## config.mk

```make
export PLATFORM = sky130hd
export DESIGN_NAME = atilt_sqrt_chain
export DESIGN_NICKNAME = d
export VERILOG_FILES = /design/src/sv/atilt_pkg.sv /design/src/sv/atilt_sqrt_cell.sv /design/src/sv/atilt_sqrt_chain.sv
export SDC_FILE = /design/constraint.sdc
export NUM_CORES = 2
export LEC_CHECK = 0
export ABC_AREA = 1
export BUFFER_PORTS_ARGS = -buffer_cell sky130_fd_sc_hd__buf_2
export CAP_MARGIN = 10
export CORE_MARGIN = 1.5
export CORE_UTILIZATION = 56
export DETAILED_ROUTE_END_ITERATION = 7
export PLACE_DENSITY = 0.74
export SYNTH_ARGS = -nofsm -noshare
export SYNTH_HDL_FRONTEND = slang
export SYNTH_SLANG_ARGS = --single-unit
export TNS_END_PERCENT = 100
```

## constraint.sdc

```tcl
create_clock -name i_clk -period 5.5 [get_ports i_clk]
set_clock_uncertainty 0.05 [all_clocks]
set_input_delay 0.275 -clock i_clk [delete_from_list [all_inputs] [get_ports i_clk]]
set_output_delay 0.275 -clock i_clk [all_outputs]
set_load 0.005 [all_outputs]
```

## src/sv/atilt_pkg.sv

```systemverilog
// shared types, widths and constants for the tilt angle unit
`timescale 1ns / 1ps
package atilt_pkg;

    localparam int VW = 48;
    localparam int ZW = 26;
    localparam int TAB_LEN = 24;
    localparam int SQW = 48;
    localparam logic signed [ZW-1:0] QUARTER_TURN = 26'sd5898240;
    localparam logic [40:0] ONE_G_SQ = 41'd1000000;
    localparam int NUM_VEC = 6;
    localparam int NUM_SQRT = 6;

    typedef logic signed [VW-1:0] t_vec;
    typedef logic signed [ZW-1:0] t_ang;

    typedef struct packed {
        t_vec x;
        t_vec y;
        t_ang z;
        logic zero;
    } t_cordic;

    function automatic t_ang atan_tab(input int idx);
        t_ang r;
        case (idx)
            0: r = 26'sd2949120;
            1: r = 26'sd1740967;
            2: r = 26'sd919879;
            3: r = 26'sd466945;
            4: r = 26'sd234379;
            5: r = 26'sd117304;
            6: r = 26'sd58666;
            7: r = 26'sd29335;
            8: r = 26'sd14668;
            9: r = 26'sd7334;
            10: r = 26'sd3667;
            11: r = 26'sd1833;
            12: r = 26'sd917;
            13: r = 26'sd458;
            14: r = 26'sd229;
            15: r = 26'sd115;
            16: r = 26'sd57;
            17: r = 26'sd29;
            18: r = 26'sd14;
            19: r = 26'sd7;
            20: r = 26'sd4;
            21: r = 26'sd2;
            22: r = 26'sd1;
            default: r = '0;
        endcase
        return r;
    endfunction

endpackage

```

## src/sv/atilt_sqrt_cell.sv

```systemverilog
// one step of the digit-by-digit square root, two radicand bits per cell
`timescale 1ns / 1ps
module atilt_sqrt_cell #(
    parameter int STEP = 0
) (
    input  logic                        i_clk,
    input  logic                        i_en,
    input  logic [atilt_pkg::SQW-1:0]   i_rem,
    input  logic [atilt_pkg::SQW-1:0]   i_root,
    output logic [atilt_pkg::SQW-1:0]   o_rem,
    output logic [atilt_pkg::SQW-1:0]   o_root
);
    import atilt_pkg::*;

    localparam logic [SQW-1:0] BIT = SQW'(1) << (SQW - 2 - 2 * STEP);

    logic [SQW-1:0] r_rem, r_root, n_rem, n_root, w_trial;

    always_comb begin
        w_trial = i_root + BIT;
        if (i_rem >= w_trial) begin
            n_rem  = i_rem - w_trial;
            n_root = (i_root >> 1) + BIT;
        end else begin
            n_rem  = i_rem;
            n_root = i_root >> 1;
        end
    end

    always_ff @(posedge i_clk) begin
        if (i_en) begin
            r_rem  <= n_rem;
            r_root <= n_root;
        end
    end

    assign o_rem  = r_rem;
    assign o_root = r_root;
endmodule

```

## src/sv/atilt_sqrt_chain.sv

```systemverilog
// pipelined floor square root built from a row of cells
`timescale 1ns / 1ps
module atilt_sqrt_chain (
    input  logic                        i_clk,
    input  logic                        i_en,
    input  logic [atilt_pkg::SQW-1:0]   i_val,
    output logic [atilt_pkg::SQW-1:0]   o_root
);
    import atilt_pkg::*;

    localparam int N = SQW / 2;

    logic [SQW-1:0] w_rem  [N+1];
    logic [SQW-1:0] w_root [N+1];

    assign w_rem[0]  = i_val;
    assign w_root[0] = '0;

    for (genvar g = 0; g < N; g++) begin : g_cell
        atilt_sqrt_cell #(.STEP(g)) u_cell (
            .i_clk (i_clk),
            .i_en  (i_en),
            .i_rem (w_rem[g]),
            .i_root(w_root[g]),
            .o_rem (w_rem[g+1]),
            .o_root(w_root[g+1])
        );
    end

    assign o_root = w_root[N];
endmodule

```

### After elaboration in Yosys (flattened, before gate mapping)

Cells that the tools add are included.

* muxes and demuxes: 47
* magnitude comparators: 24
* $add $sub $neg: 69

Operator list (count)
* 2-to-1 mux 47 bit: 24
* greater-or-equal comparator 48 bit: 23
* 2-to-1 mux 48 bit: 23
* subtractor 48 bit: 22
* adder 47 x 1 -> 48 bit (second input constant): 1
* adder 47 x 11 -> 48 bit (second input constant): 1
* adder 47 x 13 -> 48 bit (second input constant): 1
* adder 47 x 15 -> 48 bit (second input constant): 1
* adder 47 x 17 -> 48 bit (second input constant): 1
* adder 47 x 19 -> 48 bit (second input constant): 1
* adder 47 x 21 -> 48 bit (second input constant): 1
* adder 47 x 23 -> 48 bit (second input constant): 1
* adder 47 x 25 -> 48 bit (second input constant): 1
* adder 47 x 27 -> 48 bit (second input constant): 1
* adder 47 x 29 -> 48 bit (second input constant): 1
* adder 47 x 3 -> 48 bit (second input constant): 1
* adder 47 x 31 -> 48 bit (second input constant): 1
* adder 47 x 33 -> 48 bit (second input constant): 1
* adder 47 x 35 -> 48 bit (second input constant): 1
* adder 47 x 37 -> 48 bit (second input constant): 1
* adder 47 x 39 -> 48 bit (second input constant): 1
* adder 47 x 41 -> 48 bit (second input constant): 1
* adder 47 x 43 -> 48 bit (second input constant): 1
* adder 47 x 45 -> 48 bit (second input constant): 1
* 28 further kinds: 28

* input bits: 50
* flip-flop bits (word level): 2256

### Longest topological paths before layout

* depth after elaboration: 3
* gate-level depth with buffers: 17
* depth with buffers taken out: 16

### Hierarchy

A second synthesis with hierarchy kept.

* cell total of the unflattened synthesis: 34185
* area, all modules: 218951.2 um2

By module, submodules not included
* atilt_sqrt_cell at g_cell[23].u_cell: area an instance 10437.5 um2, sequential area each 2882.8 um2, cells each 1679, instances 1
* atilt_sqrt_cell at g_cell[22].u_cell: area an instance 10313.6 um2, sequential area each 2882.8 um2, cells each 1653, instances 1
* atilt_sqrt_cell at g_cell[21].u_cell: area an instance 10159.7 um2, sequential area each 2882.8 um2, cells each 1616, instances 1
* atilt_sqrt_cell at g_cell[20].u_cell: area an instance 10059.6 um2, sequential area each 2882.8 um2, cells each 1614, instances 1
* atilt_sqrt_cell at g_cell[19].u_cell: area an instance 9914.5 um2, sequential area each 2882.8 um2, cells each 1576, instances 1
* atilt_sqrt_cell at g_cell[18].u_cell: area an instance 9768.1 um2, sequential area each 2882.8 um2, cells each 1550, instances 1
* atilt_sqrt_cell at g_cell[17].u_cell: area an instance 9721.8 um2, sequential area each 2882.8 um2, cells each 1539, instances 1
* atilt_sqrt_cell at g_cell[16].u_cell: area an instance 9541.7 um2, sequential area each 2882.8 um2, cells each 1518, instances 1
* atilt_sqrt_cell at g_cell[15].u_cell: area an instance 9506.6 um2, sequential area each 2882.8 um2, cells each 1502, instances 1
* atilt_sqrt_cell at g_cell[14].u_cell: area an instance 9327.7 um2, sequential area each 2882.8 um2, cells each 1465, instances 1
* atilt_sqrt_cell at g_cell[13].u_cell: area an instance 9210.1 um2, sequential area each 2882.8 um2, cells each 1454, instances 1
* atilt_sqrt_cell at g_cell[12].u_cell: area an instance 9121.2 um2, sequential area each 2882.8 um2, cells each 1434, instances 1
* atilt_sqrt_cell at g_cell[11].u_cell: area an instance 9004.9 um2, sequential area each 2882.8 um2, cells each 1411, instances 1
* atilt_sqrt_cell at g_cell[10].u_cell: area an instance 8913.5 um2, sequential area each 2882.8 um2, cells each 1385, instances 1
* +11 rows

### Worst setup path after synthesis

Ideal clock, no wire load.

* kind: register to register
* start point: register g_cell[19].u_cell.r_rem[19]
* end point: register g_cell[20].u_cell.r_rem[18] (data pin)
* path buffers: 2
* cell stages (with the launch flop): 14
* arrival time: 1.896 ns
* slack: 3.297 ns
* path through: edfxtp_1 -> ha_1 -> nand2_1 -> nor2_2 -> and2_4 -> nand2_1 -> nor2_2 -> nor2_2 -> nand3_4 -> inv_4 -> buf_8 -> buf_8 -> nand2_2 -> o21ai_2

* cells in the longest elaborated chain, start to end: 2

RTL lines
* start: declaration: line atilt_sqrt_cell.sv:17 `logic [SQW-1:0] r_rem, r_root, n_rem, n_root, w_trial;`
* start signal: assignment: line atilt_sqrt_cell.sv:32 `r_rem <= n_rem;`
* greater-or-equal comparator 48 bit: line atilt_sqrt_cell.sv:21 `if (i_rem >= w_trial) begin`
* 2-to-1 mux 48 bit: line atilt_sqrt_cell.sv:21
* via g_cell[20].u_cell.n_rem[18]: line atilt_sqrt_cell.sv:17
* end signal: assignment: line atilt_sqrt_cell.sv:32
* end: declaration: line atilt_sqrt_cell.sv:17

The timed path passes the listed nets, and every way through them passes these cells.
A chain may end at the register's enable or synchronous reset.

### Worst setup path after layout

* start point: register g_cell[18].u_cell.r_root[10]
* end point: register g_cell[19].u_cell.r_rem[18] (data pin)

* cells in the longest elaborated chain, start to end: 3
* elaborated cells between the ends (all ways): 4
* those cells by class: 2 x add/sub; 1 x order compare; 1 x mux

RTL lines
* start: declaration: line atilt_sqrt_cell.sv:17
* start signal: assignment: line atilt_sqrt_cell.sv:33 `r_root <= n_root;`
* adder 48 x 9 -> 48 bit (*): line atilt_sqrt_cell.sv:20 `w_trial = i_root + BIT;`
* subtractor 48 bit / greater-or-equal comparator 48 bit (equally long branches): line atilt_sqrt_cell.sv:22, atilt_sqrt_cell.sv:21
* 2-to-1 mux 48 bit (*): line atilt_sqrt_cell.sv:21
* via g_cell[19].u_cell.n_rem[18]: line atilt_sqrt_cell.sv:17

The timed path passes the listed nets; every way through them passes the cells marked *.

==> impl_metrics.prom <==
# TYPE chip_impl_metric gauge
chip_impl_metric{name="core-area",unit="sq um"} 139000
chip_impl_metric{name="gr-usage-all-layers",unit="%"} 32.5
chip_impl_info{name="root_buffer",value="clkbuf_16"} 1
chip_impl_metric{name="post_drt_wl_per_cell",unit="um"} 20.7
chip_impl_metric{name="layout_worst_path_cycle_share",unit="%"} 76.7
chip_impl_metric{name="tritoncts.num_buffers",unit=""} 149
chip_impl_metric{name="syn_area",unit="sq um"} 78500
chip_impl_info{name="startpoint_class_of_the_critical_path",value="flip-flop"} 1
chip_impl_metric{name="synth_async_sr_flop_share",unit="%"} 0
chip_impl_metric{name="max_freq",unit="MHz"} 237
chip_impl_metric{name="vdd.ir_drop.worst",unit="uV"} 264
chip_impl_metric{name="place.port_buffers",unit=""} 73
chip_impl_metric{name="cts_max_path_buffers",unit=""} 3
chip_impl_metric{name="synthesis.area_per_instance",unit="sq um"} 8.75
chip_impl_metric{name="setup_tns",unit="ps"} 0
chip_impl_metric{name="gp_congestion",unit=""} 1.04
chip_impl_info{name="crit_slowest_cell",value="inv_2"} 1
chip_impl_metric{name="netlist-cell-type-count",unit=""} 59
chip_impl_metric{name="worstRegToRegCells",unit=""} 12
chip_impl_metric{name="place_inst",unit=""} 10900
chip_impl_metric{name="routed_wirelength",unit="um"} 232000
chip_impl_metric{name="drt_first_pass_iters",unit=""} 7
chip_impl_info{name="worst-setup-path-type",value="flip-flop to flip-flop"} 1
chip_impl_metric{name="place_hpwl",unit="um"} 182000
chip_impl_metric{name="area_delta_synth_final",unit="%"} 10.1
chip_impl_info{name="ys_dominant_reg_cell",value="edfxtp_1"} 1
chip_impl_info{name="crit_path_end_kind",value="flip-flop"} 1
chip_impl_metric{name="first_pass_grt_wire_length",unit="um"} 349000
chip_impl_metric{name="cp_data_required_time",unit="ps"} 5880
chip_impl_metric{name="drt_first_iter_violations",unit=""} 5828
chip_impl_metric{name="first_global_vias",unit=""} 59800
chip_impl_metric{name="clk_pin_slew",unit="ps"} 60
chip_impl_metric{name="max_slew_margin",unit="%"} 23.7
chip_impl_info{name="run_status",value="complete, no violations"} 1
chip_impl_metric{name="grt_overflow_total",unit=""} 0
chip_impl_metric{name="synth_seq_area_share",unit="%"} 53.7
chip_impl_info{name="cts_tree",value="built"} 1
chip_impl_info{name="crit_top_cell",value="nand2_1"} 1
chip_impl_metric{name="cts-resized-gates",unit=""} 0
chip_impl_metric{name="hold-path-cell-count",unit=""} 2
chip_impl_metric{name="initial_core_util",unit="%"} 56.4
chip_impl_metric{name="setup_viol_count_final",unit=""} 0
chip_impl_metric{name="ys.warnings.count",unit=""} 0
chip_impl_metric{name="finalHoldViolations",unit=""} 0
chip_impl_info{name="rsz0062_at_grt",value="false"} 1
chip_impl_metric{name="p_leak",unit="nW"} 37.2
chip_impl_info{name="critPathTopFamily",value="simple AND/OR/NAND/NOR gates"} 1
chip_impl_metric{name="postSynthRegisterBits",unit=""} 1404
chip_impl_metric{name="remaining_drc_errors",unit=""} 0
chip_impl_metric{name="cts_htree_levels",unit=""} 4
chip_impl_metric{name="floorplan.die.width",unit="um"} 378
chip_impl_info{name="hold_ep",value="g_cell[0].u_cell.o_rem[17]"} 1
chip_impl_metric{name="final_max_slew_viol_count",unit=""} 0
chip_impl_metric{name="synth-edff-count",unit=""} 1404
chip_impl_info{name="sequence_of_cells_on_the_critical_path",value="inv_1, ha_1, nand2_1, inv_1, nand2_1, nand3_1, nand2_1, nand2_1, a21oi_1, nand3_2, inv_2, o21ai_0"} 1
chip_impl_metric{name="syn_inst",unit=""} 8981
chip_impl_metric{name="antenna_found_initial",unit=""} 8
chip_impl_metric{name="max_cap_violations",unit=""} 0
chip_impl_metric{name="die-height",unit="um"} 378
chip_impl_metric{name="cpPeakStageDelay",unit="ps"} 890
chip_impl_metric{name="grt_start_max_net_pins",unit=""} 194
chip_impl_metric{name="final_layout_size_suffix_gt1_share",unit="%"} 4.87
chip_impl_metric{name="timing.reg2reg.setup_slack",unit="ps"} 1280
chip_impl_metric{name="clock-sinks",unit=""} 1404
chip_impl_metric{name="core.rowCount",unit=""} 137
chip_impl_info{name="regToRegEndpoint",value="g_cell[19].u_cell.o_rem[18]"} 1
chip_impl_metric{name="detailroute.via_count",unit=""} 62000
chip_impl_metric{name="vias_per_cell",unit=""} 5.53
chip_impl_metric{name="crit_buf_inv",unit=""} 3
chip_impl_metric{name="layout.nets",unit=""} 9574
chip_impl_metric{name="worstSkewPairLatency",unit="ps"} 810
chip_impl_metric{name="antenna_violating_nets_remaining",unit=""} 0
chip_impl_metric{name="crit_fanout",unit=""} 49
chip_impl_metric{name="cp_data_arrival_time",unit="ps"} 4600
chip_impl_metric{name="die_area",unit="sq um"} 143000
chip_impl_metric{name="power_per_cell_area",unit="nW/um^2"} 377
chip_impl_info{name="rr_startpoint",value="g_cell[18].u_cell.o_root[10]"} 1
chip_impl_metric{name="final_cell_count_no_fill",unit=""} 11200
chip_impl_info{name="hp-class",value="input pin to flip-flop"} 1
chip_impl_metric{name="boundaryPins",unit=""} 98
chip_impl_metric{name="worst-slew-pin-transition",unit="ps"} 1140
chip_impl_info{name="startpoint_of_the_worst_hold_path",value="i_val[17]"} 1
chip_impl_metric{name="fin_crit_period",unit="ps"} 4220
-- layer usage --
layer | wire length [um] | GRT usage, % | part of all wire [%] | vias up
met3 | 14500 | 4.85 | 6.3 | 557
met5 | 27 | 0 | 0.012 | -
met2 | 112000 | 55.8 | 48 | 2304
met4 | 15200 | 19.0 | 6.6 | 4
li1 | - | - | - | 30100
met1 | 89900 | 39.0 | 39 | 29000
-- sequential cells by signal, indices dropped and copies added (netlist names) --
name and count:
g_cell.u_cell.o_rem 1104, g_cell.u_cell.o_root 300
-- metrics by stage --
stage	hold slack, ps	worst slack, ps	util [%]	total power, mW	instance area [sq um]
global placement	379	1270	58.1	22.4	81000
CTS	92.6	1320	62.0	32.6	86500
detailed placement	376	1340	58.1	22.5	81000
global route	107	1090	62.0	34.2	86500
floorplan	324	3300	-	19.6	78600
finish	147	1280	62.0	32.6	86500
-- cells by family after synthesis --
family	count (synthesis)	synth area share [%]
buf+inv	1472	7.43
other cells	1	0.00477
flops	1404	53.7
xor+xnor	278	3.10
compound gates	807	5.62
fa+ha+maj	322	5.13
simple gates	4697	25.0
-- where the power goes --
| part | switching, mW | total (mW) | internal (mW) |
|---|---|---|---|
| sequential | 1.16 | 14.6 | 13.5 |
| combinational | 5.34 | 7.87 | 2.54 |
| clock | 4.45 | 10.1 | 5.66 |
| total | 10.9 | 32.6 | 21.7 |
-- what timing repair did --
item | in CTS | in global routing
hold endpoints to repair | 119 | 0
buffers inserted | 0 | 0
hold buffers | 50 | 0
-- synth_stat cells, types with 11 or more instances --
library cell,number,area [sq um]
nor3_1,124,621
a21oi_2,34,298
or2_2,18,113
inv_2,12,45.0
nor2_2,21,131
edfxtp_1,1404,42200
a21boi_0,11,82.6
nand2_2,18,113
o21ai_0,242,1210
inv_1,1361,5110
buf_2,40,200
xnor2_1,153,1340
a21oi_1,376,1880
o21ai_2,11,96.3
o21bai_1,18,135
nand2_1,2675,10000
buf_6,11,124
nand3_1,484,2420
nand4_1,203,1270
nor4_1,84,526
o21ai_1,65,325
nand3b_1,50,375
xor2_1,125,1090
ha_1,322,4030
a21o_1,13,97.6
nor2_1,974,3660
buf_4,36,270
-- cell type report --
cell class                      instances  area [sq um]
Fill cell                           11800         52900
Sequential cell                      1404         42200
Multi-Input combinational cell       6128         30700
Inverter                             1376          5170
Clock buffer                          175          3830
Tap cell                             1876          2350
Timing Repair Buffer                  143          1160
Clock inverter                         98          1140
Antenna cell                            6          15.0
-- worst max path at each step --
stage	start	endpoint	slack, ps	cells past startpoint
finish	g_cell[18].u_cell.o_root[10]	g_cell[19].u_cell.o_rem[18]	1280	12
global route	g_cell[18].u_cell.o_root[10]	g_cell[19].u_cell.o_rem[18]	1090	12
CTS	g_cell[18].u_cell.o_root[10]	g_cell[19].u_cell.o_rem[18]	1320	12
detailed placement	g_cell[18].u_cell.o_root[10]	g_cell[19].u_cell.o_rem[18]	1340	12
global placement	g_cell[18].u_cell.o_root[10]	g_cell[19].u_cell.o_rem[18]	1270	12
floorplan	g_cell[19].u_cell.o_rem[19]	g_cell[20].u_cell.o_rem[18]	3300	13
-- cell usage in the layout, fill, tap and decap left out, types with 13 or more instances in the layout --
cell type	count
ha_1	322
clkinv_2	27
or2_2	18
a21o_1	13
nor2_2	22
nand2_1	2675
conb_1	24
nor3_1	123
nand2_2	18
nor2_1	973
clkbuf_1	26
clkinv_1	28
a21oi_2	34
xor2_1	125
o21ai_1	65
nand3_1	484
clkbuf_16	149
inv_1	1361
xnor2_1	153
dlygate4sd3_1	50
nor4_1	82
o21bai_1	18
edfxtp_1	1404
nand4_1	203
buf_2	72
a21oi_1	376
o21ai_0	242
nand3b_1	50
(Power assumes the default switching activity.)
